`config.mk`:
```
export PLATFORM = sky130hd
export DESIGN_NAME = status_led_animation_engine_core
export DESIGN_NICKNAME = d
export VERILOG_FILES = /design/src/design/slae_pkg.sv /design/src/design/slae_phase_div.sv /design/src/design/slae_step.sv /design/src/design/status_led_animation_engine_core.sv
export SDC_FILE = /design/constraint.sdc
export NUM_CORES = 1
export LEC_CHECK = 0
export BUFFER_PORTS_ARGS = -buffer_cell sky130_fd_sc_hd__buf_2
export CAP_MARGIN = 25
export CORE_UTILIZATION = 55
export CTS_BUF_LIST = sky130_fd_sc_hd__clkbuf_4 sky130_fd_sc_hd__clkbuf_8
export CTS_CLUSTER_SIZE = 25
export DETAILED_ROUTE_END_ITERATION = 12
export PLACE_DENSITY = 0.79
export SYNTH_ARGS = -nofsm -noshare
export SYNTH_HDL_FRONTEND = slang
export SYNTH_HIERARCHICAL = 1
export SYNTH_SLANG_ARGS = --single-unit
```
`constraint.sdc`:
```
create_clock -name clk_i -period 8.95 [get_ports clk_i]
set_input_delay 0 -clock clk_i [delete_from_list [all_inputs] [get_ports clk_i]]
set_output_delay 0 -clock clk_i [all_outputs]
set_load 0.01 [all_outputs]
```
`src/design/slae_pkg.sv`:
```
// Shared types, constants and helpers for the status LED animation engine.
// Used by slae_phase_div, slae_step and status_led_animation_engine_core.
// No dependencies.
package slae_pkg;

  // mode codes
  localparam logic [2:0] MODE_IDLE       = 3'd0;
  localparam logic [2:0] MODE_LISTENING  = 3'd1;
  localparam logic [2:0] MODE_PROCESSING = 3'd2;
  localparam logic [2:0] MODE_RECORDING  = 3'd3;
  localparam logic [2:0] MODE_UPLOADING  = 3'd4;
  localparam logic [2:0] MODE_SUCCESS    = 3'd5;
  localparam logic [2:0] MODE_ERROR      = 3'd6;
  localparam logic [2:0] MODE_QUEUED     = 3'd7;

  // command codes
  localparam logic CMD_TICK = 1'b0;
  localparam logic CMD_MODE = 1'b1;

  // configuration register indexes
  localparam logic [1:0] CFG_PULSE_INTERVAL = 2'd0;
  localparam logic [1:0] CFG_FLASH_HALF     = 2'd1;
  localparam logic [1:0] CFG_SUCCESS_LEN    = 2'd2;
  localparam logic [1:0] CFG_ERROR_LEN      = 2'd3;

  // configuration reset values
  localparam logic [7:0]  PULSE_INTERVAL_RST = 8'd20;
  localparam logic [9:0]  FLASH_HALF_RST     = 10'd250;
  localparam logic [11:0] SUCCESS_LEN_RST    = 12'd1500;
  localparam logic [11:0] ERROR_LEN_RST      = 12'd2500;

  // animation constants
  localparam logic [11:0] ELAPSED_MAX  = 12'd4095;
  localparam logic [7:0]  LEVEL_STEP   = 8'd5;
  localparam logic [7:0]  LEVEL_TOP    = 8'd250;
  localparam logic [7:0]  LEVEL_BOTTOM = 8'd5;

  // restoring division steps for a 12-bit elapsed count
  localparam logic [3:0] DIV_STEPS = 4'd12;

  typedef struct packed {
    logic [7:0] red;
    logic [7:0] green;
    logic [7:0] blue;
  } rgb_t;

  typedef struct packed {
    rgb_t       colour;
    logic [2:0] mode_now;
    logic       refresh;
  } result_t;

  // flash phase realignment after a flash half write
  typedef struct packed {
    logic       load;
    logic [9:0] rem;
    logic       odd;
  } phase_load_t;

  // base colour of each mode
  function automatic rgb_t base_colour(input logic [2:0] mode);
    rgb_t c;
    case (mode)
      MODE_IDLE:       c = '{8'd0,   8'd255, 8'd0};
      MODE_LISTENING:  c = '{8'd0,   8'd0,   8'd255};
      MODE_PROCESSING: c = '{8'd255, 8'd200, 8'd0};
      MODE_RECORDING:  c = '{8'd255, 8'd0,   8'd0};
      MODE_UPLOADING:  c = '{8'd0,   8'd255, 8'd255};
      MODE_SUCCESS:    c = '{8'd0,   8'd255, 8'd0};
      MODE_ERROR:      c = '{8'd255, 8'd0,   8'd0};
      MODE_QUEUED:     c = '{8'd255, 8'd100, 8'd0};
      default:         c = '{8'd0,   8'd0,   8'd0};
    endcase
    return c;
  endfunction

  // base * level / 255, exact for products below 65535
  function automatic logic [7:0] scale_chan(input logic [7:0] base, input logic [7:0] lvl);
    logic [15:0] p;
    logic [16:0] s;
    p = base * lvl;
    s = {1'b0, p} + {9'd0, p[15:8]} + 17'd1;
    return s[15:8];
  endfunction

endpackage

```
`src/design/slae_phase_div.sv`:
```
// Iterative divider that realigns the flash phase after a flash half write.
// Divides the elapsed count by the new half length, one quotient bit a cycle.
// Depends on slae_pkg.
module slae_phase_div
  import slae_pkg::*;
(
  input  logic        clk_i,
  input  logic        rst_ni,
  input  logic        start_i,
  input  logic [9:0]  half_i,
  input  logic [11:0] elapsed_i,
  output logic        busy_o,
  output phase_load_t load_o
);

  logic [3:0]  cnt_q, cnt_d;
  logic [11:0] dvd_q, dvd_d;
  logic [9:0]  rem_q, rem_d;
  logic [9:0]  div_q, div_d;
  logic [10:0] rem_shift;
  logic        ge;
  logic [9:0]  rem_next;

  // one restoring step; the remainder stays below the divisor
  always_comb begin
    rem_shift = {rem_q, dvd_q[11]};
    ge        = rem_shift >= {1'b0, div_q};
    rem_next  = ge ? 10'(rem_shift - {1'b0, div_q}) : rem_shift[9:0];
  end

  // load, step or hold
  always_comb begin
    cnt_d = cnt_q;
    dvd_d = dvd_q;
    rem_d = rem_q;
    div_d = div_q;
    if (start_i) begin
      cnt_d = DIV_STEPS;
      dvd_d = elapsed_i;
      rem_d = '0;
      div_d = (half_i == 10'd0) ? 10'd1 : half_i;
    end else if (cnt_q != 4'd0) begin
      cnt_d = cnt_q - 4'd1;
      dvd_d = {dvd_q[10:0], 1'b0};
      rem_d = rem_next;
    end
  end

  always_ff @(posedge clk_i or negedge rst_ni) begin
    if (!rst_ni) begin
      cnt_q <= '0;
    end else begin
      cnt_q <= cnt_d;
    end
  end

  always_ff @(posedge clk_i) begin
    dvd_q <= dvd_d;
    rem_q <= rem_d;
    div_q <= div_d;
  end

  // hand the final remainder and quotient parity over on the last step
  assign busy_o      = cnt_q != 4'd0;
  assign load_o.load = (cnt_q == 4'd1) && !start_i;
  assign load_o.rem  = rem_next;
  assign load_o.odd  = ge;

endmodule

```
`src/design/slae_step.sv`:
```
// Animation state and the single-pass update for one input word.
// Holds mode, elapsed count, level, direction, shown colour and flash phase.
// Depends on slae_pkg.
module slae_step
  import slae_pkg::*;
(
  input  logic        clk_i,
  input  logic        rst_ni,
  input  logic        fire_i,
  input  logic        command_i,
  input  logic [2:0]  new_mode_i,
  input  logic [7:0]  pulse_interval_i,
  input  logic [9:0]  flash_half_i,
  input  logic [11:0] success_len_i,
  input  logic [11:0] error_len_i,
  input  phase_load_t phase_load_i,
  output logic [11:0] elapsed_o,
  output result_t     result_o
);

  logic [2:0]  mode_q, mode_d;
  logic [11:0] elapsed_q, elapsed_d;
  logic [7:0]  level_q, level_d;
  logic        rising_q, rising_d;
  rgb_t        shown_q, shown_d;
  logic [9:0]  rem_q, rem_d;
  logic        odd_q, odd_d;
  logic        refresh;

  logic [11:0] el_inc;
  logic [9:0]  rem_inc;
  logic        odd_inc;
  logic [9:0]  half_eff;
  logic [11:0] flash_len;
  logic [7:0]  lvl_next;
  logic        rising_next;
  rgb_t        base;

  // saturating count with its flash phase carried along
  always_comb begin
    half_eff = (flash_half_i == 10'd0) ? 10'd1 : flash_half_i;
    el_inc   = elapsed_q;
    rem_inc  = rem_q;
    odd_inc  = odd_q;
    if (elapsed_q != ELAPSED_MAX) begin
      el_inc = elapsed_q + 12'd1;
      if (({1'b0, rem_q} + 11'd1) == {1'b0, half_eff}) begin
        rem_inc = '0;
        odd_inc = !odd_q;
      end else begin
        rem_inc = rem_q + 10'd1;
      end
    end
  end

  // triangle level step
  always_comb begin
    rising_next = rising_q;
    if (rising_q) begin
      lvl_next = level_q + LEVEL_STEP;
      if (lvl_next >= LEVEL_TOP) rising_next = 1'b0;
    end else begin
      lvl_next = level_q - LEVEL_STEP;
      if (lvl_next <= LEVEL_BOTTOM) rising_next = 1'b1;
    end
  end

  assign base      = base_colour(mode_q);
  assign flash_len = (mode_q == MODE_SUCCESS) ? success_len_i : error_len_i;

  // next state for a tick or a mode change
  always_comb begin
    mode_d    = mode_q;
    elapsed_d = elapsed_q;
    level_d   = level_q;
    rising_d  = rising_q;
    shown_d   = shown_q;
    rem_d     = rem_q;
    odd_d     = odd_q;
    refresh   = 1'b0;
    if (phase_load_i.load) begin
      rem_d = phase_load_i.rem;
      odd_d = phase_load_i.odd;
    end else if (fire_i) begin
      if (command_i == CMD_MODE) begin
        if (new_mode_i != mode_q) begin
          mode_d    = new_mode_i;
          elapsed_d = '0;
          level_d   = '0;
          rising_d  = 1'b1;
          rem_d     = '0;
          odd_d     = 1'b0;
        end
      end else begin
        case (mode_q)
          MODE_PROCESSING: begin
            elapsed_d = el_inc;
            rem_d     = rem_inc;
            odd_d     = odd_inc;
            shown_d   = base;
            refresh   = 1'b1;
          end
          MODE_SUCCESS, MODE_ERROR: begin
            if (el_inc < flash_len) begin
              elapsed_d = el_inc;
              rem_d     = rem_inc;
              odd_d     = odd_inc;
              shown_d   = odd_inc ? base : '0;
              refresh   = 1'b1;
            end else begin
              // flashing done: drop back to idle
              mode_d    = MODE_IDLE;
              elapsed_d = '0;
              level_d   = '0;
              rising_d  = 1'b1;
              rem_d     = '0;
              odd_d     = 1'b0;
            end
          end
          default: begin
            if (el_inc > {4'd0, pulse_interval_i}) begin
              elapsed_d     = '0;
              rem_d         = '0;
              odd_d         = 1'b0;
              level_d       = lvl_next;
              rising_d      = rising_next;
              shown_d.red   = scale_chan(base.red, lvl_next);
              shown_d.green = scale_chan(base.green, lvl_next);
              shown_d.blue  = scale_chan(base.blue, lvl_next);
              refresh       = 1'b1;
            end else begin
              elapsed_d = el_inc;
              rem_d     = rem_inc;
              odd_d     = odd_inc;
            end
          end
        endcase
      end
    end
  end

  always_ff @(posedge clk_i or negedge rst_ni) begin
    if (!rst_ni) begin
      mode_q    <= MODE_IDLE;
      elapsed_q <= '0;
      level_q   <= '0;
      rising_q  <= 1'b1;
      shown_q   <= '0;
      rem_q     <= '0;
      odd_q     <= 1'b0;
    end else begin
      mode_q    <= mode_d;
      elapsed_q <= elapsed_d;
      level_q   <= level_d;
      rising_q  <= rising_d;
      shown_q   <= shown_d;
      rem_q     <= rem_d;
      odd_q     <= odd_d;
    end
  end

  assign elapsed_o         = elapsed_q;
  assign result_o.colour   = shown_d;
  assign result_o.mode_now = mode_d;
  assign result_o.refresh  = refresh;

endmodule

```
`src/design/status_led_animation_engine_core.sv`:
```
// Status LED animation engine: one RGB result word for each input word.
// Accepted words pass through the input register, then the result register.
// One word per cycle unless stalled; the update path is a single pass of logic.
// A flash half write stalls input while the flash phase is realigned
// by the iterative divider. Reset (rst_ni low, asynchronous) restores idle mode and
// the register defaults; results appear only after reset is released.
module status_led_animation_engine_core
  import slae_pkg::*;
(
  input  logic        clk_i,
  input  logic        rst_ni,
  input  logic        in_valid_i,
  output logic        in_stall_o,
  input  logic        command_i,
  input  logic [2:0]  new_mode_i,
  output logic        out_valid_o,
  input  logic        out_stall_i,
  output logic [7:0]  red_o,
  output logic [7:0]  green_o,
  output logic [7:0]  blue_o,
  output logic [2:0]  mode_now_o,
  output logic        refresh_o,
  input  logic        cfg_we_i,
  input  logic [1:0]  cfg_index_i,
  input  logic [11:0] cfg_data_i
);

  logic [7:0]  pulse_interval_q;
  logic [9:0]  flash_half_q;
  logic [11:0] success_len_q;
  logic [11:0] error_len_q;

  logic        in_v_q;
  logic        in_cmd_q;
  logic [2:0]  in_mode_q;
  logic        out_v_q;
  result_t     out_q;

  logic        fire;
  logic        in_take;
  logic        div_busy;
  logic        div_start;
  logic [11:0] elapsed;
  phase_load_t phase_load;
  result_t     result;

  // configuration registers
  always_ff @(posedge clk_i or negedge rst_ni) begin
    if (!rst_ni) begin
      pulse_interval_q <= PULSE_INTERVAL_RST;
      flash_half_q     <= FLASH_HALF_RST;
      success_len_q    <= SUCCESS_LEN_RST;
      error_len_q      <= ERROR_LEN_RST;
    end else if (cfg_we_i) begin
      case (cfg_index_i)
        CFG_PULSE_INTERVAL: pulse_interval_q <= cfg_data_i[7:0];
        CFG_FLASH_HALF:     flash_half_q     <= cfg_data_i[9:0];
        CFG_SUCCESS_LEN:    success_len_q    <= cfg_data_i;
        CFG_ERROR_LEN:      error_len_q      <= cfg_data_i;
        default: ;
      endcase
    end
  end

  assign div_start = cfg_we_i && (cfg_index_i == CFG_FLASH_HALF);

  // handshake: advance when the result register is free or being taken
  assign fire       = in_v_q && (!out_v_q || !out_stall_i);
  assign in_stall_o = div_busy || (in_v_q && !fire);
  assign in_take    = in_valid_i && !in_stall_o;

  // input register
  always_ff @(posedge clk_i or negedge rst_ni) begin
    if (!rst_ni) begin
      in_v_q <= 1'b0;
    end else if (in_take) begin
      in_v_q <= 1'b1;
    end else if (fire) begin
      in_v_q <= 1'b0;
    end
  end

  always_ff @(posedge clk_i) begin
    if (in_take) begin
      in_cmd_q  <= command_i;
      in_mode_q <= new_mode_i;
    end
  end

  slae_phase_div u_phase_div (
    .clk_i     (clk_i),
    .rst_ni    (rst_ni),
    .start_i   (div_start),
    .half_i    (cfg_data_i[9:0]),
    .elapsed_i (elapsed),
    .busy_o    (div_busy),
    .load_o    (phase_load)
  );

  slae_step u_step (
    .clk_i            (clk_i),
    .rst_ni           (rst_ni),
    .fire_i           (fire),
    .command_i        (in_cmd_q),
    .new_mode_i       (in_mode_q),
    .pulse_interval_i (pulse_interval_q),
    .flash_half_i     (flash_half_q),
    .success_len_i    (success_len_q),
    .error_len_i      (error_len_q),
    .phase_load_i     (phase_load),
    .elapsed_o        (elapsed),
    .result_o         (result)
  );

  // result register: hold while stalled, drop once taken
  always_ff @(posedge clk_i or negedge rst_ni) begin
    if (!rst_ni) begin
      out_v_q <= 1'b0;
    end else if (fire) begin
      out_v_q <= 1'b1;
    end else if (!out_stall_i) begin
      out_v_q <= 1'b0;
    end
  end

  always_ff @(posedge clk_i) begin
    if (fire) begin
      out_q <= result;
    end
  end

  assign out_valid_o = out_v_q;
  assign red_o       = out_q.colour.red;
  assign green_o     = out_q.colour.green;
  assign blue_o      = out_q.colour.blue;
  assign mode_now_o  = out_q.mode_now;
  assign refresh_o   = out_q.refresh;

endmodule

```
[Word-level counts from Yosys, hierarchy flattened]
Memory sizes are Yosys's and may differ from the RTL's.
Index checks and enable logic that the tools add are counted.
Storage, ports and cells
  bits in read-only memories: 192
  register bits: 171
  bits in latches: 0
  output and inout bits: 30
  memories kept: 1
  input port bits: 23
  bits in writable memories: 0
Memory list
  (no name shown): depth 8, bits a word 24, rd ports 1, clocked after Yosys merged registers in 0, wr ports 0, line slae_pkg.sv:63  | case (mode)
Cells by class
  reduce and logical (&&, ||, !) cells: 30
  add/subtract/negate cells: 13
  equal/unequal tests: 15
  div/mod/pow operators: 0
  mux-type cells: 65
  magnitude comparators: 5
  shifts and indexed selects: 0
  multiply operators: 3
  bitwise operators: 1
Operators with widths (number)
  two-way mux 24 bit: 6
  two-way mux 10 bit: 10
  two-way mux 12 bit: 8
  adder 16 x 1 -> 16 bit, second input constant: 3
  adder 16 x 8 -> 16 bit: 3
  multiplier 8 x 8 -> 16 bit: 3
  case mux 24 bit (2 select lines): 1
  two-way mux 8 bit: 5
  case mux 12 bit (2 select lines): 1
  two-way mux 1 bit: 21
  logical NOT 10 bit: 2
  case mux 10 bit (2 select lines): 1
  two-way mux 3 bit: 6
  case mux 8 bit (2 select lines): 1
  adder 12 x 1 -> 12 bit, second input constant: 1
  greater-than comparator 12 x 8 -> 1 bit: 1
  less-than comparator 12 bit: 1
  inequality test 12 bit, second input constant: 1
  adder 10 x 1 -> 11 bit, second input constant: 1
  == test 11 x 10 -> 1 bit: 1
  greater-or-equal comparator 11 x 10 -> 1 bit: 1
  adder 10 x 1 -> 10 bit, second input constant: 1
  AND reduction 2 bit: 5
  subtractor 10 bit: 1
  28 further kinds: 47

[Longest topological paths before layout]
Gate-level depths: netlist of the first run.
  depth after elaboration: 11
  gate-level depth with buffers: 34

[Modules after synthesis]
The synthesis of the first run kept the hierarchy.
Modules (own cells, without submodules)
  slae_step: area each 11212.0 um2, times used 1, seq. area each 1477.7 um2, cells an instance 1366
  status_led_animation_engine_core: area each 2676.3 um2, times used 1, seq. area each 2087.0 um2, cells an instance 133
  slae_phase_div: area each 2182.1 um2, times used 1, seq. area each 960.9 um2, cells an instance 215

[Worst setup path before layout of the first run]
No wires, ideal clock.
  kind: register to register
  start: register u_step.level_q[0]
  end: register out_q, in the netlist red_o[4] (data pin)
  stages on the path, launching flop included: 28
  data required time: 8671 ps
  setup slack: 982 ps
  buffers on the path: 1
  clock period less this slack: 7968 ps
  arrival time: 7688 ps
  cells stage by stage: dfrtp_1 clkbuf_1 o21ai_0 nand2b_1 or3_1 nor3_1 a31oi_1 xor2_1 nor2b_1 ha_1 xnor2_1 inv_1 fa_1 fa_1 fa_1 inv_1 ha_1 a21o_1 a31oi_1 a31oi_1 o31a_1 o311ai_0 ha_1 nand2_1 o31ai_1 a211oi_1 o41ai_1 a22oi_1
RTL lines
  start: declaration: line slae_step.sv:23  | logic [7:0] level_q, level_d;
  start signal: assignment: line slae_step.sv:154  | level_q <= level_d;
  end signal: assignment: line status_led_animation_engine_core.sv:128  | out_q <= result;
  end: declaration: line status_led_animation_engine_core.sv:37  | result_t out_q;

==> results of run 1 <==
[cell type report]
| cell class | instances | area (µm²) |
|---|---|---|
| inverter | 222 | 833 |
| timing repair buffer | 93 | 621 |
| tap | 384 | 480 |
| clock buffer | 18 | 241 |
| sequential | 171 | 4530 |
| clock inverter | 14 | 130 |
| fill | 2412 | 11400 |
| multi-input combinational | 1261 | 10500 |
[Yosys cell counts (all sizes together), types with 20 or more instances]
| library cell | instances |
|---|---|
| ha | 170 |
| o21ai | 53 |
| a21o | 45 |
| nor2b | 22 |
| nor3 | 44 |
| clkbuf | 44 |
| dfstp | 21 |
| nand2 | 103 |
| a21oi | 65 |
| edfxtp | 54 |
| nand3 | 42 |
| xor2 | 34 |
| nor2 | 130 |
| inv | 222 |
| xnor2 | 51 |
| fa | 77 |
| mux2 | 67 |
| dfrtp | 86 |
| nand2b | 20 |
[sequential cells by signal, summed over array words and instances (netlist names), 3 cells and up]
| signal | cells |
|---|---|
| u_step/shown_q | 24 |
| error_len_q | 12 |
| success_len_q | 12 |
| u_phase_div/dvd_q | 12 |
| u_step/elapsed_o | 12 |
| flash_half_q | 10 |
| u_phase_div/div_q | 10 |
| u_phase_div/rem_q | 10 |
| u_step/rem_q | 10 |
| blue_o | 8 |
| green_o | 8 |
| pulse_interval_q | 8 |
| red_o | 8 |
| u_step/level_q | 8 |
| u_phase_div/cnt_q | 4 |
| in_mode_q | 3 |
| mode_now_o | 3 |
| u_step/mode_q | 3 |
[cells in the final DEF, fill, tap and decap left out, drive strengths merged, types with 18 or more instances in the layout]
cell,count
nand2,103
fa,77
dlygate4sd3,22
dfrtp,86
o21a,19
a21o,45
and2,19
o21ai,53
inv,230
mux2,67
mux2i,19
nand2b,20
a21oi,65
clkbuf,18
nor2b,22
buf,71
xnor2,51
edfxtp,54
nor2,130
xor2,34
ha,170
nand3,42
nor3,44
dfstp,21
[per-stage QoR]
stage	instances	utilization	hold WS, ps
after floorplan	1714	-	-296
after global placement	2106	0.582	41.8
after detailed placement	2108	0.582	40.5
after CTS	2162	0.603	47.9
after global routing	2163	0.604	96.6
final	2163	0.604	52.7
[path summary, 6_finish.rpt]
path / cells past startpoint / startpoint / slack [ps] / end
setup / recovery: 28 / u_step/level_q[1]$_DFFE_PN0P_ / 530 / green_o[1]$_DFFE_PP_
hold / removal: 2 / rst_ni / 50 / pulse_interval_q[7]$_DFFE_PN0P_
setup reg to reg: 28 / u_step/level_q[1]$_DFFE_PN0P_ / 530 / green_o[1]$_DFFE_PP_
hold reg to reg: 1 / in_v_q$_DFFE_PN0P_ / 490 / out_valid_o$_DFFE_PN0P_
max in group asynchronous: 3 / rst_ni / 7640 / u_step/shown_q[4]$_DFF_PN0_
min in group clk_i: 3 / cfg_we_i / 130 / error_len_q[8]$_DFFE_PN1P_
[worst max-delay path: cells and delay by family, from the launching register on]
| family | cells | cell delay, ps |
|---|---|---|
| AO/OA/AOI/OAI | 10 | 3060 |
| XOR/XNOR | 1 | 220 |
| adder cells (fa/ha/maj) | 6 | 2920 |
| buffers and inverters | 4 | 290 |
| flip-flops | 1 | 480 |
| AND/OR/NAND/NOR | 7 | 1300 |
[routing by layer]
metal,vias to the layer above,GRT usage,share of wire
met5,-,0,0
met4,0,0.0760,0.021
met3,60,0.0312,0.050
met2,395,0.451,0.49
met1,6337,0.340,0.44
li1,6189,-,-
[cells by family (layout without fill, tap and decap cells)]
group,count (synthesis),in the layout,share of synthesized area
compound gates,355,355,0.159
buf+inv,282,347,0.0684
flops,171,171,0.282
mux,86,86,0.0590
fa+ha+maj,248,248,0.229
xor+xnor,88,88,0.0508
simple gates,484,484,0.153
[repair_timing]
action | CTS | global route
endpoints found under the setup margin | 0 | 15
hold buffers | 22 | 0
gates resized for setup | 0 | 5
endpoints found under the hold margin | 106 | 0
==> flow_metrics.env, run 1 <==
export IMPL_drt_wirelength_per_cell_um=17.7
export IMPL_synth_seq_area_share=0.282
export IMPL_worstSetupPathType="reg -> reg"
export IMPL_synth_cells=1714
export IMPL_worstSetupStartpointType="flip-flop"
export IMPL_die_area_um2=29900
export IMPL_final_setup_viol_count=0
export IMPL_viasPerCell=6.00
export IMPL_async_flop_share=0.626
export IMPL_root_buffer="clkbuf_8"
export IMPL_synthesis_nets=1984
export IMPL_grt_first_pass_wirelength_mm=63.3
export IMPL_slew_violations=0
export IMPL_slowest_delay_ps=620
export IMPL_max_freq_mhz=119
export IMPL_finalWorstSetupSlack_ps=532
export IMPL_yosys_register_bits=171
export IMPL_cts_buffers=17
export IMPL_overflow=0
export IMPL_rows=62
export IMPL_relSlewSlack=0.306
export IMPL_die_h_um=173
export IMPL_dr_total_vias=12981
export IMPL_io_pin_count=53
export IMPL_cts_clk_slew_worst_paths_ps=110
export IMPL_gp_congestion=0.941
export IMPL_synthFlopType="dfrtp_1"
export IMPL_synth_area_um2=16100
export IMPL_ant_nets=0
export IMPL_cts_max_path_buffers=2
export IMPL_outcome="complete, no violations"
export IMPL_critPathSlowestCell="a2111oi_0"
export IMPL_core_area_um2=28700
export IMPL_hold_path_class="in -> async"
export IMPL_drc=0
export IMPL_place_ws_ps=544
export IMPL_postRouteWirelength_mm=38.3
export IMPL_syn2layout_area_growth_pct=7.81
export IMPL_synth_edf_count=54
export IMPL_cp_data_required_time_ps=9280
export IMPL_cts_tree="built"
export IMPL_finalCritPeriodShare=0.941
export IMPL_setup_tns_ps=0
export IMPL_hold_viol=0
export IMPL_ys_types=94
export IMPL_crit_arrival_ps=8750
export IMPL_io_buffers=52
export IMPL_antennaDiodeCount=0
export IMPL_syn_avg_cell_area_um2=9.38
export IMPL_crit_path_max_fanout=8
export IMPL_fin_worst_skew_ps=21.2
export IMPL_synth_top_area_share=0.134
export IMPL_postCtsSetupRepairBufs=0
export IMPL_dpl_hpwl_mm=29.2
export IMPL_drive_gt1_frac=0.125
export IMPL_synth_top_area_cell="dfrtp_1"
export IMPL_die_width_um=173
export IMPL_grt_pass1_vias=12884
export IMPL_antenna_found_initial=0
export IMPL_period_needed_ps=8420
export IMPL_rsz0062_at_grt="yes"
export IMPL_clock_sinks=171
export IMPL_drv_cap=0
export IMPL_dpl_instance_area_um2=16700
export IMPL_ys_warn_count=6
export IMPL_fin_nets=2036
export IMPL_drt_first_iter_violations=928
export IMPL_start_util=0.560
export IMPL_grt_max_degree=64
export IMPL_end_kind="flip-flop"
export IMPL_tightest_slew_ps=1040
export IMPL_first_pass_iters=7
export IMPL_synth_area_leaders="dfrtp_1, ha_1, edfxtp_1, fa_1, inv_1"
export IMPL_h_tree_depth=4
export IMPL_clk_latency_ps=490
export IMPL_grt_total_usage=0.259
export IMPL_stdcell_area_um2=17300
Power of run 1 is not shown: default switching activity piles up to over one toggle a cycle in this logic, so the estimate is an artifact.
==> run 2: changes to the inputs <==
- ABC_AREA: unset -> 1
- CORE_ASPECT_RATIO: unset -> 1.1
==> flow_metrics.env, run 2 <==
export IMPL_outcome="complete, no violations"
export IMPL_relSlewSlack=0.337
export IMPL_h_tree_depth=4
export IMPL_synth_area_um2=17000
export IMPL_worstSetupStartpointType="flip-flop"
export IMPL_tightest_slew_ps=991
export IMPL_crit_path_max_fanout=10
export IMPL_crit_family="adder cells"
export IMPL_yosys_register_bits=171
export IMPL_worstSetupPathType="reg -> reg"
export IMPL_cts_max_path_buffers=2
export IMPL_cp_common_cell="nand2_1"
export IMPL_finalCritPeriodShare=0.917
export IMPL_core_area_um2=30400
export IMPL_cts_tree="built"
export IMPL_crit_arrival_ps=8420
export IMPL_hold_viol=0
export IMPL_largest_register_ffs=24
export IMPL_drive_gt1_frac=0.0808
export IMPL_finalWorstSetupSlack_ps=739
export IMPL_synth_cells=2312
export IMPL_clock_sinks=171
export IMPL_grt_total_usage=0.275
export IMPL_io_buffers=52
export IMPL_end_kind="flip-flop"
export IMPL_postRouteWirelength_mm=42.3
export IMPL_die_area_um2=31700
export IMPL_slew_violations=0
export IMPL_layout_commonest_cell="nand2_1"
export IMPL_grt_max_degree=68
export IMPL_synth_area_leaders="nand2_1, dfrtp_1, ha_1, edfxtp_1, fa_1"
export IMPL_async_flop_share=0.626
export IMPL_overflow=0
export IMPL_layout_common_cells="nand2_1, inv_1, nor2_1"
export IMPL_critPathBufInv=7
export IMPL_cp_startpoint="u_step/level_q[0]$_DFFE_PN0P_"
export IMPL_drt_first_iter_violations=1118
export IMPL_rows=67
export IMPL_drt_wirelength_per_cell_um=15.2
export IMPL_cts_clk_slew_worst_paths_ps=100
export IMPL_clk_latency_ps=480
export IMPL_min_from="cfg_index_i[1]"
export IMPL_synth_edf_count=54
export IMPL_gp_congestion=0.949
export IMPL_start_util=0.560
export IMPL_critPathSlowestCell="fa_1"
export IMPL_synthesis_nets=2582
export IMPL_hold_path_class="in -> reg"
export IMPL_ys_warn_count=6
export IMPL_cp_data_required_time_ps=9160
export IMPL_die_width_um=170
export IMPL_grt_pass1_vias=14596
export IMPL_place_ws_ps=836
export IMPL_period_needed_ps=8210
export IMPL_dpl_instance_area_um2=17500
export IMPL_max_freq_mhz=122
export IMPL_viasPerCell=5.44
export IMPL_root_buffer="clkbuf_8"
export IMPL_antenna_found_initial=0
export IMPL_syn_avg_cell_area_um2=7.37
export IMPL_setup_tns_ps=0
export IMPL_rsz0062_at_grt="no"
export IMPL_synth_top_area_share=0.136
export IMPL_fillers=2765
export IMPL_drc=0
export IMPL_io_pin_count=53
export IMPL_yosysMostFrequentCell="nand2_1"
export IMPL_synth_top_area_cell="nand2_1"
export IMPL_postCtsSetupRepairBufs=0
export IMPL_fin_nets=2622
export IMPL_die_h_um=187
export IMPL_final_setup_viol_count=0
export IMPL_first_pass_iters=5
export IMPL_ys_top_cells_by_count="nand2_1, inv_1, nor2_1"
export IMPL_synthFlopType="dfrtp_1"
export IMPL_syn2layout_area_growth_pct=6.24
export IMPL_fin_worst_skew_ps=13.8
export IMPL_grt_first_pass_wirelength_mm=70.3
export IMPL_slowest_delay_ps=600
export IMPL_antennaDiodeCount=0
export IMPL_ant_nets=0
export IMPL_synth_seq_area_share=0.266
export IMPL_cts_buffers=17
export IMPL_dr_total_vias=15124
export IMPL_r2r_start="u_step/level_q[0]$_DFFE_PN0P_"
export IMPL_top_register="u_step/shown_q"
export IMPL_stdcell_area_um2=18100
export IMPL_dpl_hpwl_mm=32.8
export IMPL_drv_cap=0
export IMPL_ys_types=63
-- run 2: cell types whose count changed after synthesis, sizes merged, moves of 25 or more --
cell / delta
mux2: -67
a21o: -36
nand3: +127
nor2: +57
xnor2: -39
nand4: +64
inv: +194
a21oi: +25
nand2: +545
-- run 2: worst register-to-register path: cells and delay by family, from the launching register on --
family,cells,cell delay (ps)
AOI/OAI and AO/OA,9,2120
xor gates and xnor gates,1,270
adders and majority gates,7,2990
buffers and inverters,7,660
DFF,1,560
and+or+nand+nor,13,1370
-- run 2: metrics by stage --
step	std cells	hold WS [ps]	util
after floorplan	2312	-296	-
after global placement	2727	11.7	0.575
after detailed placement	2727	16.6	0.575
after CTS	2778	6.90	0.594
after global routing	2779	67.7	0.595
final	2779	41.4	0.595
-- run 2: worst paths after layout --
kind                                           endpoint  slack, ps  depth (start not counted)
setup / recovery                     red_o[2]$_DFFE_PP_        740                         37
hold / removal              error_len_q[11]$_DFFE_PN1P_         40                          3
setup reg to reg                     red_o[2]$_DFFE_PP_        740                         37
hold reg to reg            success_len_q[7]$_DFFE_PN1P_        470                          2
max in group asynchronous   u_step/shown_q[8]$_DFF_PN0_       7560                          3
min in group asynchronous    error_len_q[3]$_DFFE_PN0P_         80                          2
-- run 2: routing by layer --
layer  track usage  wire (µm)
met4        0.0800        847
met5             0          0
met1         0.366      18700
met2         0.465      20600
met3        0.0363       2140
-- run 2: layout make-up --
| cell class | count | area, µm² | area share |
|---|---|---|---|
| Clock buffer | 17 | 234 | 0.0129 |
| Inverter | 417 | 1570 | 0.0866 |
| Tap cell | 414 | 518 | 0.0286 |
| Clock inverter | 15 | 150 | 0.00830 |
| Multi-Input combinational cell | 1668 | 10600 | 0.586 |
| Timing Repair Buffer | 77 | 498 | 0.0275 |
| Sequential cell | 171 | 4530 | 0.250 |
-- run 2: repair_timing --
action | CTS | global route
hold endpoints to repair | 102 | 0
endpoints found under the setup margin | 0 | 1
hold buffers | 19 | 0
resized for setup | 0 | 1
-- run 2: logic make-up after synthesis --
| kind of cell | count (synthesis) | synth area share |
|---|---|---|
| DFF | 171 | 0.266 |
| muxes | 12 | 0.00705 |
| buffers and inverters | 473 | 0.113 |
| adders and majority gates | 247 | 0.215 |
| xor gates and xnor gates | 50 | 0.0257 |
| and+or+nand+nor | 1128 | 0.293 |
| AOI/OAI and AO/OA | 231 | 0.0807 |
Power of run 2 is left out for the same reason.
==> run 3: changes to the inputs <==
- SYNTH_HIERARCHICAL: 1 -> unset
==> flow_metrics.env, run 3 <==
export IMPL_outcome="complete, no violations"
export IMPL_clk_latency_ps=480
export IMPL_crit_end="red_o[5]$_DFFE_PP_"
export IMPL_ys_types=53
export IMPL_tightest_slew_ps=1060
export IMPL_slew_violations=0
export IMPL_cts_tree="built"
export IMPL_max_freq_mhz=123
export IMPL_largest_register_ffs=24
export IMPL_die_area_um2=30700
export IMPL_h_tree_depth=4
export IMPL_cp_common_cell="nand2_1"
export IMPL_start_util=0.558
export IMPL_drv_cap=0
export IMPL_fin_nets=2565
export IMPL_period_needed_ps=8110
export IMPL_ant_nets=0
export IMPL_crit_cells=36
export IMPL_first_pass_iters=8
export IMPL_grt_pass1_vias=14072
export IMPL_relSlewSlack=0.294
export IMPL_synth_cells=2242
export IMPL_synth_top_area_share=0.130
export IMPL_syn_avg_cell_area_um2=7.36
export IMPL_cts_clk_slew_worst_paths_ps=110
export IMPL_io_buffers=52
export IMPL_layout_commonest_cell="nand2_1"
export IMPL_slowest_delay_ps=560
export IMPL_antennaDiodeCount=0
export IMPL_antenna_found_initial=0
export IMPL_critPathSlowestCell="xnor2_1"
export IMPL_gp_congestion=0.932
export IMPL_cts_buffers=17
export IMPL_critPathBufInv=5
export IMPL_ctsResizeCount=0
export IMPL_top_register="u_step.shown_q"
export IMPL_final_setup_viol_count=0
export IMPL_end_kind="flip-flop"
export IMPL_crit_family="adder cells"
export IMPL_dpl_hpwl_mm=33.1
export IMPL_viasPerCell=5.51
export IMPL_hold_viol=0
export IMPL_yosys_register_bits=171
export IMPL_worstSetupStartpointType="flip-flop"
export IMPL_drc=0
export IMPL_synth_edf_count=54
export IMPL_drive_gt1_frac=0.0715
export IMPL_yosysMostFrequentCell="nand2_1"
export IMPL_r2r_start="u_step.level_q[0]$_DFFE_PN0P_"
export IMPL_grt_first_pass_wirelength_mm=67.9
export IMPL_synthesis_nets=2512
export IMPL_fin_cells=2682
export IMPL_synth_area_leaders="dfrtp_1, ha_1, nand2_1, edfxtp_1, inv_1"
export IMPL_drt_first_iter_violations=1069
export IMPL_die_h_um=184
export IMPL_synth_top_area_cell="dfrtp_1"
export IMPL_syn2layout_area_growth_pct=7.04
export IMPL_layout_common_cells="nand2_1, inv_1, nor2_1, nand3_1, ha_1"
export IMPL_synth_area_um2=16500
export IMPL_worstReg2RegEnd="red_o[5]$_DFFE_PP_"
export IMPL_cp_data_required_time_ps=9180
export IMPL_place_inst=2630
export IMPL_die_width_um=167
export IMPL_overflow=0
export IMPL_io_pin_count=53
export IMPL_crit_path_max_fanout=9
export IMPL_synth_seq_area_share=0.274
export IMPL_grt_max_degree=71
export IMPL_worstSetupPathType="reg -> reg"
export IMPL_hold_buffers=20
export IMPL_rsz0062_at_grt="no"
export IMPL_grt_total_usage=0.276
export IMPL_async_flop_share=0.626
export IMPL_r2r_cells=36
export IMPL_rows=66
export IMPL_whs_ps=12.7
export IMPL_ys_top_cells_by_count="nand2_1, inv_1, nand3_1, nor2_1, ha_1"
export IMPL_core_area_um2=29600
export IMPL_dr_total_vias=14766
export IMPL_ys_warn_count=0
export IMPL_crit_arrival_ps=8340
export IMPL_synthFlopType="dfrtp_1"
export IMPL_postRouteWirelength_mm=41.3
export IMPL_cp_startpoint="u_step.level_q[0]$_DFFE_PN0P_"
export IMPL_fin_worst_skew_ps=20.3
export IMPL_root_buffer="clkbuf_8"
export IMPL_finalCritPeriodShare=0.906
export IMPL_clock_sinks=171
export IMPL_setup_tns_ps=0
export IMPL_hold_path_class="in -> async"
export IMPL_postCtsSetupRepairBufs=0
export IMPL_cts_max_path_buffers=2
export IMPL_drt_wirelength_per_cell_um=15.4
export IMPL_r2r_slack_ps=840
-- run 3: kinds of logic (layout without fill, tap and decap cells) --
group | Yosys count | in the layout | synth area share
AND/OR/NAND/NOR | 1033 | 1033 | 0.271
flip-flops | 171 | 171 | 0.274
buffers and inverters | 463 | 529 | 0.107
adder cells (fa/ha/maj) | 247 | 247 | 0.222
XOR/XNOR | 53 | 53 | 0.0281
AO/OA/AOI/OAI | 264 | 264 | 0.0912
multiplexers | 11 | 11 | 0.00667
-- run 3: layout make-up --
type                       count  area [µm²]
sequential                   171        4530
fill                        2739       11900
clock buffer                  19         262
clock inverter                13         125
timing repair buffer          76         493
tap                          374         468
multi-input combinational   1608       10200
inverter                     421        1580
-- run 3: worst min path at each step --
stage / slack [ps] / to
floorplan: -300 / error_len_q[0]$_DFFE_PN0P_
global route: 40 / error_len_q[4]$_DFFE_PN0P_
detailed placement: -10 / error_len_q[4]$_DFFE_PN0P_
global placement: -10 / error_len_q[4]$_DFFE_PN0P_
finish: 10 / error_len_q[4]$_DFFE_PN0P_
CTS: 3 / error_len_q[4]$_DFFE_PN0P_
-- run 3: metal layers --
| layer | wire, µm | up-vias | track usage |
|---|---|---|---|
| met1 | 17900 | 6914 | 0.351 |
| met2 | 19800 | 493 | 0.482 |
| met3 | 2310 | 96 | 0.0321 |
| met5 | 0 | - | 0 |
| li1 | - | 7263 | - |
| met4 | 1240 | 0 | 0.106 |
-- run 3: through the flow --
step | setup slack [ps] | util | area (µm²)
detailed placement | 939 | 0.578 | 17100
CTS | 912 | 0.598 | 17700
global route | 13.7 | 0.598 | 17700
global placement | 1180 | 0.578 | 17100
floorplan | 1860 | - | 16500
finish | 838 | 0.598 | 17700
Power of run 3 is left out for the same reason.
